**config.mk**
```make
export PLATFORM = sky130hd
export DESIGN_NAME = brm8k_ram
export DESIGN_NICKNAME = d
export VERILOG_FILES = /design/src/brm8k_ram.sv
export SDC_FILE = /design/constraint.sdc
export NUM_CORES = 2
export LEC_CHECK = 0
export BUFFER_PORTS_ARGS = -buffer_cell sky130_fd_sc_hd__buf_4
export CAP_MARGIN = 20
export CORE_MARGIN = 1
export CORE_UTILIZATION = 40
export CTS_CLUSTER_DIAMETER = 80
export CTS_CLUSTER_SIZE = 24
export DETAILED_ROUTE_END_ITERATION = 7
export PLACE_DENSITY = 0.61
export SETUP_SLACK_MARGIN = 0.5
export SYNTH_ARGS = -nofsm -noshare
export SYNTH_HDL_FRONTEND = slang
export SYNTH_SLANG_ARGS = --single-unit
```
**constraint.sdc**
```tcl
create_clock -name clk_i -period 3.4 [get_ports clk_i]
set_input_delay 0.17 -clock clk_i [delete_from_list [all_inputs] [get_ports clk_i]]
set_output_delay 0.17 -clock clk_i [all_outputs]
set_load 0.02 [all_outputs]
```
**src/brm8k_ram.sv**
```systemverilog
`timescale 1ns / 1ps
// generic simple dual-port RAM with registered read and read enable
// no dependencies

module brm8k_ram #(
  parameter int unsigned WIDTH = 8,
  parameter int unsigned DEPTH = 256,
  localparam int unsigned AW   = (DEPTH > 1) ? $clog2(DEPTH) : 1
) (
  input  logic             clk_i,
  input  logic             we_i,
  input  logic [AW-1:0]    waddr_i,
  input  logic [WIDTH-1:0] wdata_i,
  input  logic             re_i,
  input  logic [AW-1:0]    raddr_i,
  output logic [WIDTH-1:0] rdata_o
);

  logic [WIDTH-1:0] mem_q [DEPTH];
  logic [WIDTH-1:0] rdata_q;

  // write port
  always_ff @(posedge clk_i) begin
    if (we_i) begin
      mem_q[waddr_i] <= wdata_i;
    end
  end

  // registered read, held while not enabled
  always_ff @(posedge clk_i) begin
    if (re_i) begin
      rdata_q <= mem_q[raddr_i];
    end
  end

  assign rdata_o = rdata_q;

endmodule

```
# After elaboration in Yosys (flattened, before gate mapping)
# Memory sizes are Yosys's and may differ from the RTL's. A register that Yosys moved wholly into a read port is not among the register bits.
# Index checks and enable logic that the tools add are counted.
[classes]
mux = 2
[op_table]
columns = ["cell", "count"]
rows = [
  ["$mux 1", 2],
]
[totals]
out_inout_bits = 8
in_bits = 27
register_bits = 0
mem_bits_rw = 2048
word_cells = 3
memories = 1
[memory_table]
columns = ["memory", "depth", "word_bits", "rd", "rd_ports_with_merged_regs", "write_ports", "line", "rtl"]
rows = [
  ["mem_q", 256, 8, 1, 1, 1, "19", "logic [WIDTH-1:0] mem_q [DEPTH];"],
]

# Depth between registers and ports, before layout
[depth]
word_depth = 2
mapped_depth = 11
ltp_nobuf = 6

# Worst setup path before layout
# No wires, ideal clock.
[synth_path]
kind = "input to register"
from = "input raddr_i[0]"
to = "register rdata_q[2], in the netlist rdata_o[2] (read register of mem_q), data pin"
stages = 9
t_required_ns = 3.131
slack_ns = 1.154
arrival_ns = 1.977
setup_ns = 0.269
path_buffers = 4
cell_sequence = "buf_6 -> buf_12 -> buf_8 -> buf_2 -> mux4_2 -> a22oi_1 -> a21oi_1 -> nor4_1 -> nor4_2"
[synth_rtl]
columns = ["item", "line", "rtl"]
rows = [
  ["from (decl)", "15", "input logic [AW-1:0] raddr_i,"],
  ["to (decl)", "20", "logic [WIDTH-1:0] rdata_q;"],
]

==> impl_metrics.env <==
export IMPL_die_area_um2=201000
export IMPL_clkLatencyLatePin_ns=0.75
export IMPL_seqPwrFrac_pct=63.2
export IMPL_cp_start_kind="flop"
export IMPL_syn_area_per_cell_um2=21.3
export IMPL_dpl_hpwl_um=127000
export IMPL_yosys_area_top_type_share_pct=77.5
export IMPL_die_h_um=448
export IMPL_tritoncts="built"
export IMPL_cts_setup_buffers=0
export IMPL_p_leak_nw=27.4
export IMPL_worst_slew_pin_transition_ns=1.21
export IMPL_seq_area_um2=61700
export IMPL_synth_edff_count=2056
export IMPL_totalWireLength_um=196000
export IMPL_arrival_ns=3.33
export IMPL_critPathLaunch="mem_q[211][7]"
export IMPL_ys_flop_type="edfxtp_1"
export IMPL_clockPowerShare_pct=30.7
export IMPL_ys_ff_latch=2056
export IMPL_overflow=0
export IMPL_hp_class="input pin to flop"
export IMPL_nNetsFinal=4118
export IMPL_syn_cell_area_um2=79600
export IMPL_syn_num_nets=3760
export IMPL_outcome="completed"
export IMPL_ys_async_sr_fraction_pct=0
export IMPL_ctsRootBufferMaster="clkbuf_16"
export IMPL_gp_congestion=0.858
export IMPL_cts_buffer_depth=3
export IMPL_top_layer="met4"
export IMPL_vias_per_cell=5.74
export IMPL_timing_hold_violations_final=0
export IMPL_multi_input_area_um2=16500
export IMPL_synth_largest_area_cell="edfxtp_1"
export IMPL_synthCells=3733
export IMPL_crit_required_ns=3.87
export IMPL_synth_adder_area_share_pct=0
export IMPL_drtPass1Iterations=5
export IMPL_vias=38800
export IMPL_r2r_start="mem_q[211][7]"
export IMPL_end_kind="flop"
export IMPL_antenna_found_initial=7
export IMPL_worst_setup_path_type="flop to flop"
export IMPL_drt_met1_wl_um=82500
export IMPL_wl_per_cell_um=29.0
export IMPL_yosysSeqAreaShare_pct=77.5
export IMPL_die_x_um=448
export IMPL_grt_pass1_wl_um=282000
export IMPL_track_usage_pct=19.5
export IMPL_routed_wl_met3_um=12300
export IMPL_slew_headroom_pct=18.5
export IMPL_whs_ns=0.0261
export IMPL_comb_power_share_pct=6.0
export IMPL_grt_setup_unrepaired="no"
export IMPL_start_util_pct=40.3
export IMPL_io_pin_count=35
export IMPL_p_int_mw=34.7
export IMPL_post_route_min_period_ns=2.86
export IMPL_fmax_ghz=0.350
export IMPL_grt_pass1_vias=39000
export IMPL_synth_simple_area_share_pct=2.63
export IMPL_nFillCells=16700
export IMPL_cellPowerDensity_nw_per_um2=499
export IMPL_htree_levels=3
export IMPL_numCtsBuffers=101
export IMPL_setup_viol=0
export IMPL_syn2layout_area_growth_pct=11.4
export IMPL_synthMuxAreaShare_pct=14.6
export IMPL_finalCritPeriodShare_pct=84.1
export IMPL_drcViolationCount=0
export IMPL_synth_top_family_by_area="multiplexers"
export IMPL_hp_start="wdata_i[6]"
export IMPL_synth_compound_area_share_pct=3.42
export IMPL_switching_share_pct=21.5
export IMPL_dr_wl_met2_um=96700
export IMPL_worstPathMaxFanout=1
export IMPL_row_count=163
export IMPL_port_buffer_count=34
export IMPL_p_total_mw=44.2
export IMPL_antenna_cells=0
export IMPL_ys_top_cells_by_area="edfxtp_1 (78%), mux4_2 (13%), mux2i_1 (1.7%)"
export IMPL_drtAntennaViolNets=0
export IMPL_skew_ns=0.0223
export IMPL_synthDistinctLibCells=54
export IMPL_clkSinkCount=2056
export IMPL_cap_violations=0
export IMPL_core_um2=198000
export IMPL_drtIter0Drc=4460
export IMPL_clk_pin_slew_ns=0.09
export IMPL_grt_max_degree=156
export IMPL_ir_drop_mv=0.379
export IMPL_slew_viol_final=0
export IMPL_synth_xor_xnor_area_share_pct=0
export IMPL_p_sw_mw=9.51
export IMPL_drive_gt1_share_pct=26.2
export IMPL_yosys_warnings=0
==> cells in the mapped netlist (3+ instances only) <==
library cell  count
edfxtp_1       2056
a21oi_1          96
nor2_1          282
a211oi_1         16
o32ai_1           4
o21ai_0          10
nor4_2            3
nor2b_1          31
buf_4            27
nand3_1          34
and2_1            6
buf_12            8
nor3_1           22
o22ai_1          28
nand2b_1          8
nor4_1           24
a22oi_1         133
nand2_1          33
o211ai_1         10
buf_6            21
o22a_1            5
clkbuf_1        111
mux4_2          454
nand4_1          10
a22o_1            8
buf_1            22
buf_8            13
buf_2            31
o221ai_1         46
mux2i_1         134
a221oi_1         13
or2_2             4
==> metal layers <==
metal  track usage [%]  vias to the layer above
met3              2.60                      225
met2              31.9                     1361
met5                 0                        -
met1              27.8                    21000
li1                  -                    16300
met4              4.43                        0
==> cells in the final DEF, fill, tap and decap left out, drive strengths merged, types with 4 or more instances in the layout <==
cell type    count
a211oi          16
nor2b           31
buf            478
o221ai          47
nand3           34
edfxtp        2056
o211ai          10
o21ai           12
a22o             8
nor3            22
clkinv          12
mux4           456
o32ai            5
o22a             5
clkbuf         110
nand4           10
or2              4
nor4            27
nor2           282
o22ai           28
a21oi           96
inv             11
and2             6
dlygate4sd3     10
a2111oi          5
nand2b           8
a221oi          14
mux2i          134
nand2           33
a22oi          133
==> power groups by stage <==
| stage | sequential (mW) | combinational (mW) | clock [mW] |
|---|---|---|---|
| 3_3_place_gp | 28.5 | 2.65 | 0 |
| 3_5_place_dp | 28.5 | 2.68 | 0 |
| 2_1_floorplan | 28.5 | 1.36 | 0 |
| 5_1_grt | 28.0 | 2.80 | 14.6 |
| 4_1_cts | 28.0 | 2.69 | 13.9 |
| 6_report | 28.0 | 2.67 | 13.6 |
==> logic make-up after synthesis <==
logic type,count (synthesis)
DFF,2056
muxes,591
and+or+nand+nor,466
AOI/OAI and AO/OA,385
buffers and inverters,235
==> area by class of cell <==
cell class | count | area share (%)
clock buffers | 110 | 2.98
multi-input cells | 1442 | 18.6
flip-flops and latches | 2056 | 69.6
clock inverters | 25 | 0.317
well taps | 2640 | 3.72
repair buffers | 488 | 4.76
inverters | 2 | 0.00846
==> metrics by stage <==
step	area [µm²]	worst slack (ns)	std cells	util, %	setup TNS (ns)
finish	88700	0.540	6763	44.9	0
global route	88700	0.521	6763	44.9	0
CTS	88700	0.573	6762	44.9	0
detailed placement	85700	-0.0267	6618	43.3	-0.0268
global placement	85700	-0.0763	6617	43.3	-0.170
floorplan	79600	1.15	3733	-	0
==> sequential cells by signal, indices dropped and copies added (netlist names) <==
name	cells
mem_q	2048
rdata_o	8
==> critical path: stages (launching register included) <==
cell	delay (ns)
edfxtp_1	0.38
mux4_2	0.48
a22oi_1	0.33
a21oi_1	0.21
nor4_1	1.04
nor4_1	0.11
==> what timing repair did <==
action,CTS,global route
gates resized for setup,0,0
hold buffers,9,1
hold endpoints to repair,359,3
==> worst paths after layout <==
path | to | slack, ns | depth (start not counted)
worst max-delay path | rdata_o[7] | 0.54 | 5
worst min-delay path | mem_q[118][6] | 0.03 | 1
worst max register to register | rdata_o[7] | 0.54 | 5
worst min register to register | rdata_o[2] | 1.23 | 6
(Power assumes the default switching activity.)
