File: src/brm8k_pkg.sv
`timescale 1ns / 1ps
// shared types and constants for the banked 8 KiB ROM mapper
// no dependencies; imported by every module of the block but brm8k_ram

package brm8k_pkg;

  // default ROM store depth in bytes
  localparam int unsigned ROM_BYTES_DEF = 262144;

  // field widths
  localparam int unsigned OP_W    = 2;
  localparam int unsigned ADDR_W  = 18;
  localparam int unsigned DATA_W  = 8;
  localparam int unsigned SIZE_W  = 19;
  localparam int unsigned BUS_W   = 16;

  // mapped address: 8-bit bank number above a 13-bit window offset
  localparam int unsigned OFF_W   = 13;
  localparam int unsigned MAP_W   = DATA_W + OFF_W;

  // bank register file
  localparam int unsigned BANK_NUM = 4;
  localparam int unsigned BANK_IW  = 2;

  // bus address map
  localparam logic [BUS_W-1:0] WIN_BASE = 16'h4000;
  localparam logic [BUS_W-1:0] WIN_END  = 16'hC000;
  localparam logic [BUS_W-1:0] REG_BASE = 16'h6000;
  localparam logic [BUS_W-1:0] REG_END  = 16'h8000;

  // value returned for reads outside the ROM
  localparam logic [DATA_W-1:0] OPEN_BUS = 8'hFF;

  // item operation codes
  typedef enum logic [OP_W-1:0] {
    OP_LOAD  = 2'd0,
    OP_READ  = 2'd1,
    OP_WRITE = 2'd2
  } opcode_e;

  // request from the mapper to the ROM store and read pipeline
  typedef struct packed {
    logic             ram_we;
    logic             ram_re;
    logic [MAP_W-1:0] addr;
    logic             in_range;
  } map_req_t;

endpackage

File: src/brm8k_map.sv
`timescale 1ns / 1ps
// bank registers and bus address mapping for the 8 KiB window mapper
// depends on brm8k_pkg

module brm8k_map #(
  parameter int unsigned ROM_BYTES = brm8k_pkg::ROM_BYTES_DEF
) (
  input  logic                           clk_i,
  input  logic                           rst_ni,
  input  logic                           take_i,
  input  logic [brm8k_pkg::OP_W-1:0]     opcode_i,
  input  logic [brm8k_pkg::ADDR_W-1:0]   address_i,
  input  logic [brm8k_pkg::DATA_W-1:0]   write_data_i,
  input  logic [brm8k_pkg::SIZE_W-1:0]   rom_size_i,
  output brm8k_pkg::map_req_t            req_o
);
  import brm8k_pkg::*;

  // one extra bit so that the store depth itself fits in the compare
  localparam int unsigned CMP_W = MAP_W + 1;
  localparam logic [CMP_W-1:0] ROM_LIMIT = CMP_W'(ROM_BYTES);

  logic [DATA_W-1:0]  bank_q [BANK_NUM];
  logic [BUS_W-1:0]   bus;
  logic [BUS_W-1:0]   rel;
  logic [BANK_IW-1:0] win;
  logic [BANK_IW-1:0] reg_sel;
  logic               in_win;
  logic               in_reg;
  logic [MAP_W-1:0]   mapped;
  logic [MAP_W-1:0]   load_addr;
  logic               load_ok;
  logic               map_ok;
  logic               bank_we;

  assign bus     = address_i[BUS_W-1:0];
  assign rel     = bus - WIN_BASE;
  assign win     = rel[OFF_W+BANK_IW-1:OFF_W];
  assign reg_sel = bus[OFF_W-1:OFF_W-BANK_IW];
  assign in_win  = (bus >= WIN_BASE) && (bus < WIN_END);
  assign in_reg  = (bus >= REG_BASE) && (bus < REG_END);

  // window reads go to bank times 8 KiB plus offset, others pass through
  always_comb begin
    if (in_win) begin
      mapped = {bank_q[win], bus[OFF_W-1:0]};
    end else begin
      mapped = MAP_W'(bus);
    end
  end

  assign load_addr = MAP_W'(address_i);
  assign load_ok   = {1'b0, load_addr} < ROM_LIMIT;
  assign map_ok    = ({1'b0, mapped} < ROM_LIMIT) &&
                     ({1'b0, mapped} < CMP_W'(rom_size_i));

  // decode the operation into store and bank register actions
  always_comb begin
    req_o   = '0;
    bank_we = 1'b0;
    case (opcode_e'(opcode_i))
      OP_LOAD: begin
        req_o.ram_we = take_i && load_ok;
        req_o.addr   = load_addr;
      end
      OP_READ: begin
        req_o.ram_re   = take_i;
        req_o.addr     = mapped;
        req_o.in_range = map_ok;
      end
      OP_WRITE: begin
        bank_we = take_i && in_reg;
      end
      default: begin
        req_o = '0;
      end
    endcase
  end

  // bank registers, reset to identity banks
  always_ff @(posedge clk_i or negedge rst_ni) begin
    if (!rst_ni) begin
      for (int i = 0; i < BANK_NUM; i++) begin
        bank_q[i] <= DATA_W'(i);
      end
    end else if (bank_we) begin
      bank_q[reg_sel] <= write_data_i;
    end
  end

endmodule

File: config.mk
export PLATFORM = sky130hd
export DESIGN_NAME = brm8k_map
export DESIGN_NICKNAME = d
export VERILOG_FILES = /design/src/brm8k_pkg.sv /design/src/brm8k_map.sv
export SDC_FILE = /design/constraint.sdc
export NUM_CORES = 1
export LEC_CHECK = 0
export ABC_AREA = 1
export BUFFER_PORTS_ARGS = -buffer_cell sky130_fd_sc_hd__buf_4
export CORE_MARGIN = 1
export CORE_UTILIZATION = 52
export DETAILED_ROUTE_END_ITERATION = 6
export PLACE_DENSITY_LB_ADDON = 0.08
export SLEW_MARGIN = 15
export SYNTH_ARGS = -nofsm -noshare
export SYNTH_HDL_FRONTEND = slang
export SYNTH_SLANG_ARGS = --single-unit
File: constraint.sdc
create_clock -name clk_i -period 2.9 [get_ports clk_i]
set_clock_uncertainty 0.2 [all_clocks]
set_input_delay 0.435 -clock clk_i [delete_from_list [all_inputs] [get_ports clk_i]]
set_output_delay 0.435 -clock clk_i [all_outputs]
set_load 0.005 [all_outputs]
# Yosys cells after proc, flatten, opt, wreduce, memory -nomap -nowiden
# Cells that the tools add are included.
# totals
register_bits,32
inputBits,50
out_inout_bits,24
word_cells,38
# classes
add_sub_neg,1
magnitude_cmp,10
eq_ne,2
n_mux,12
bitwise_logic,2
reduce_logical,7
# op_table
operator,n
21-bit one-hot mux with 2 select lines,1
32-bit bitwise mux,1
16-bit by 15-bit >= comparator with 1-bit output (second input constant),2
16-bit < comparator (second input constant),2
8-bit two-way mux,3
21-bit by 19-bit < comparator with 1-bit output,1
21-bit by 19-bit < comparator with 1-bit output (second input constant),1
21-bit two-way mux,1
18-bit by 19-bit < comparator with 1-bit output (second input constant),1
8-bit binary-select mux with 2-bit select,1
8-bit demux with 2-bit select,1
15-bit subtractor (second input constant),1
3-bit >= comparator (second input constant),2
1-bit logical AND,6
2-bit NOT with 3-bit output,2
1-bit two-way mux,4
3-bit by 1-bit < comparator with 1-bit output (second input constant),1
2-bit by 1-bit equality test with 1-bit output (second input constant),1
2-bit equality test (second input constant),1
2-bit zero test,1

# Longest topological paths before layout
# depth
word_depth,9
mapped_depth,16
ltp_nobuf,16

# Worst setup path after synthesis
# OpenSTA, ideal clock, no wires.
# synth_timing
path_type,in2out
startpoint,in address_i[15] (netlist name)
endpoint,out req_o[0] (netlist name)
arrival_ps,2086
setup_slack_ps,179
path_stages,16
path_buffers,0
path_cell_list,inv_1 > ha_1 > clkinv_1 > o21ai_0 > o21bai_1 > a21oi_1 > ha_1 > nand2_1 > nand2_1 > nand2_1 > nand2_1 > nand2_1 > nand3_1 > nor2_1 > nand2_1 > nor2_1
# synth_rtl
item,line_no,text
"start, declared",brm8k_map.sv:12,"input logic [brm8k_pkg::ADDR_W-1:0] address_i,"
"end, declared",brm8k_map.sv:15,output brm8k_pkg::map_req_t req_o

==> results.yml <==
power_and_ir_drop:
  internal_power_uw: 945
  power_frac_comb_pct: 27.5
  power_density_nw_per_um2: 373
  total_power_uw: 1320
  pwr-share-clk_pct: 35.8
  worst_ir_drop_vdd_uv: 412
  p_leak_uw: 0.00201
  p_seq_share_pct: 36.7
  p_switching_uw: 372
  p_sw_share_pct: 28.2
synthesis:
  synth-edff-count: 0
  synth_common_cells: "nand2_1 (123), inv_1 (59), nor2_1 (42)"
  syn_inst: 373
  yosys.area.top_type_share_pct: 28.8
  synthArstFlopShare_pct: 100
  synth.avg_cell_area_um2: 6.53
  synth_cell_types: 19
  synth_ff_type: "dfrtp_1"
  yosysSeqAreaShare_pct: 33.1
  synth.area.top_cells: "dfrtp_1 (29%), nand2_1 (19%), ha_1 (9.8%), nand4_1 (9.8%), inv_1 (9.1%)"
  synth.most_common_cell: "nand2_1"
  mappedNetlistNets: 442
  ys_warn_count: 0
  netlist_area_um2: 2430
  yosys.area.top_type: "dfrtp_1"
  synth-seq-cells: 32
final_layout:
  final-instance-count-excl-fill: 523
  largest_register: "bank_q"
  final_core_util_pct: 80.1
  drive_above_1_share_pct: 29.7
  n_fill_cell: 335
  synthToLayoutAreaGrowth_pct: 45.2
  largest_reg_flops: 32
  diodes: 0
  top_regs: "bank_q (32)"
  final_nets: 539
worst_hold_path:
  hold_start: "write_data_i[0]"
  worstHoldEndpoint: "bank_q[0]"
  hold_class: "input pin to flip-flop"
  min_delay_path_depth: 3
die:
  dieArea_um2: 4960
  die_w_um: 70.4
  pin_count: 74
  start_util_pct: 55.2
  die_h_um: 70.4
  rows: 24
  core_um2: 4410
grt:
  antenna_found_initial: 0
  grt_pass1_vias: 2645
  grtUsageTotal_pct: 30.2
  grt_max_degree: 33
  grt_remaining_overflow: 0
  grt_pass1_wl_mm: 12.0
cts:
  path_clk_slew_ns: 0.06
  clock_latency_ns: 0.28
  htreeDepth: 2
  cts_buffers: 5
  clockBufferDepth: 2
  cts_sinks: 32
  tritoncts: "yes"
  cts_root_buf: "clkbuf_8"
placement:
  gp_congestion: 0.836
  placed_cells: 507
  port_buffers: 73
  hpwl_mm: 5.20
worst_setup_path:
  critPathMaxFanout: 17
  reg2reg_from: "bank_q[1]"
  worstReg2RegEnd: "bank_q[1]"
  path_class: "input pin to primary output"
  path_buf_inv: 4
  critPathTopFamily: "simple AND/OR/NAND/NOR gates"
  rrSetupSlack_ns: 1.95
  worstRegToRegCells: 2
  start_kind: "input pin"
  worstPathArrival_ns: 2.24
  cpMaxStageDelayCell: "ha_1"
  path_depth: 12
  slowest_delay_ns: 0.32
  crit_path_end_kind: "primary output"
  path_cells: "buf_4 > clkinv_1 > buf_12 > o21ai_0 > a21oi_2 > ha_1 > nand2_2 > nor3_2 > nand4_1 > nor2_1 > nor2_1 > buf_4"
  crit_required_ns: 2.27
sta:
  worst_pin_slew_ns: 0.401
  setup_tns_ns: 0
  timing.fmax_ghz: 0.348
  period_share_pct: 99.1
  fin_crit_ns: 2.87
  finalSetupViolCount: 0
  hold_viol: 0
  rsz0062_at_grt: "yes"
  max_slew_margin_pct: 73.3
  slew_violations: 0
route:
  drt_first_pass_iters: 4
  wire_per_inst_um: 14.1
  drc: 0
  vias: 2848
  routed_wirelength_mm: 7.38
  drtIter0Drc: 143
  viasPerCell: 5.45
  antenna_left: 0
run_status:
  status: "completed"
run:
  cap_viol_max_count: 0
-- cells in the final DEF (no fill, tap or decap), drive strengths merged, types with 4 or more instances in the layout --
| cell type | count |
|---|---|
| dfstp | 4 |
| a21oi | 10 |
| buf | 100 |
| nand2 | 123 |
| clkinv | 4 |
| ha | 19 |
| clkbuf | 7 |
| nor2 | 42 |
| nand4 | 38 |
| nand3 | 17 |
| inv | 59 |
| o21ai | 12 |
| dfrtp | 28 |
-- worst max-delay path by stage --
stage / from / slack [ns] / to
after global placement: address_i[14] / -0.01 / req_o[0]
after floorplan: address_i[15] / 0.18 / req_o[0]
after detailed placement: address_i[14] / -0.07 / req_o[0]
after CTS: address_i[13] / 0.009 / req_o[0]
after global routing: address_i[14] / -0.10 / req_o[0]
final: address_i[13] / 0.03 / req_o[0]
-- logic make-up after synthesis --
family / after synthesis / share of synthesized area, %
AO/OA/AOI/OAI: 26 / 5.70
buffers and inverters: 74 / 11.7
flip-flops: 32 / 33.1
AND/OR/NAND/NOR: 222 / 39.8
adder cells (fa/ha/maj): 19 / 9.76
-- tightest hold or removal path, stage by stage --
cell     delay, ns
buf_4         0.13
nand4_1       0.08
nand2_1       0.05
-- power groups by stage --
stage	clock network [uW]	logic [uW]	registers [uW]
final	471	361	484
after global routing	490	402	486
after detailed placement	0	304	489
after global placement	0	298	489
after CTS	472	321	482
after floorplan	0	148	486
-- stage by stage --
stage          hold WS, ns  instance area (um2)  worst slack (ns)
6_report             0.217                 3530            0.0265
5_1_grt              0.229                 3530            -0.103
4_1_cts              0.213                 3380           0.00899
3_5_place_dp         0.191                 3180           -0.0699
3_3_place_gp         0.189                 3180          -0.00972
2_1_floorplan      -0.0606                 2430             0.179
-- area by class of cell --
| type | instances | area, um2 | area share [%] |
|---|---|---|---|
| clock inverters | 1 | 30.0 | 0.850 |
| multi-input cells | 267 | 1490 | 42.1 |
| flip-flops and latches | 32 | 806 | 22.8 |
| well taps | 52 | 65.1 | 1.84 |
| clock buffers | 7 | 96.3 | 2.73 |
| repair buffers | 101 | 805 | 22.8 |
| inverters | 63 | 245 | 6.94 |
-- per-layer routing --
metal  up-vias  part of all wire (%)  GRT usage [%]
met3        14                   8.2           4.47
met5         -                     0              0
met2       121                    50           51.2
met1      1318                    40           39.7
met4         0                   1.3           9.11
li1       1395                     -              -
-- what timing repair did --
action	4_1_cts	5_1_grt
endpoints found under the setup margin	1	1
buffers inserted	5	2
endpoints found under the hold margin	28	0
gates resized for setup	9	37
pin swaps	8	15
hold buffers	1	0
No activity file was read; power rests on OpenSTA's default activity.
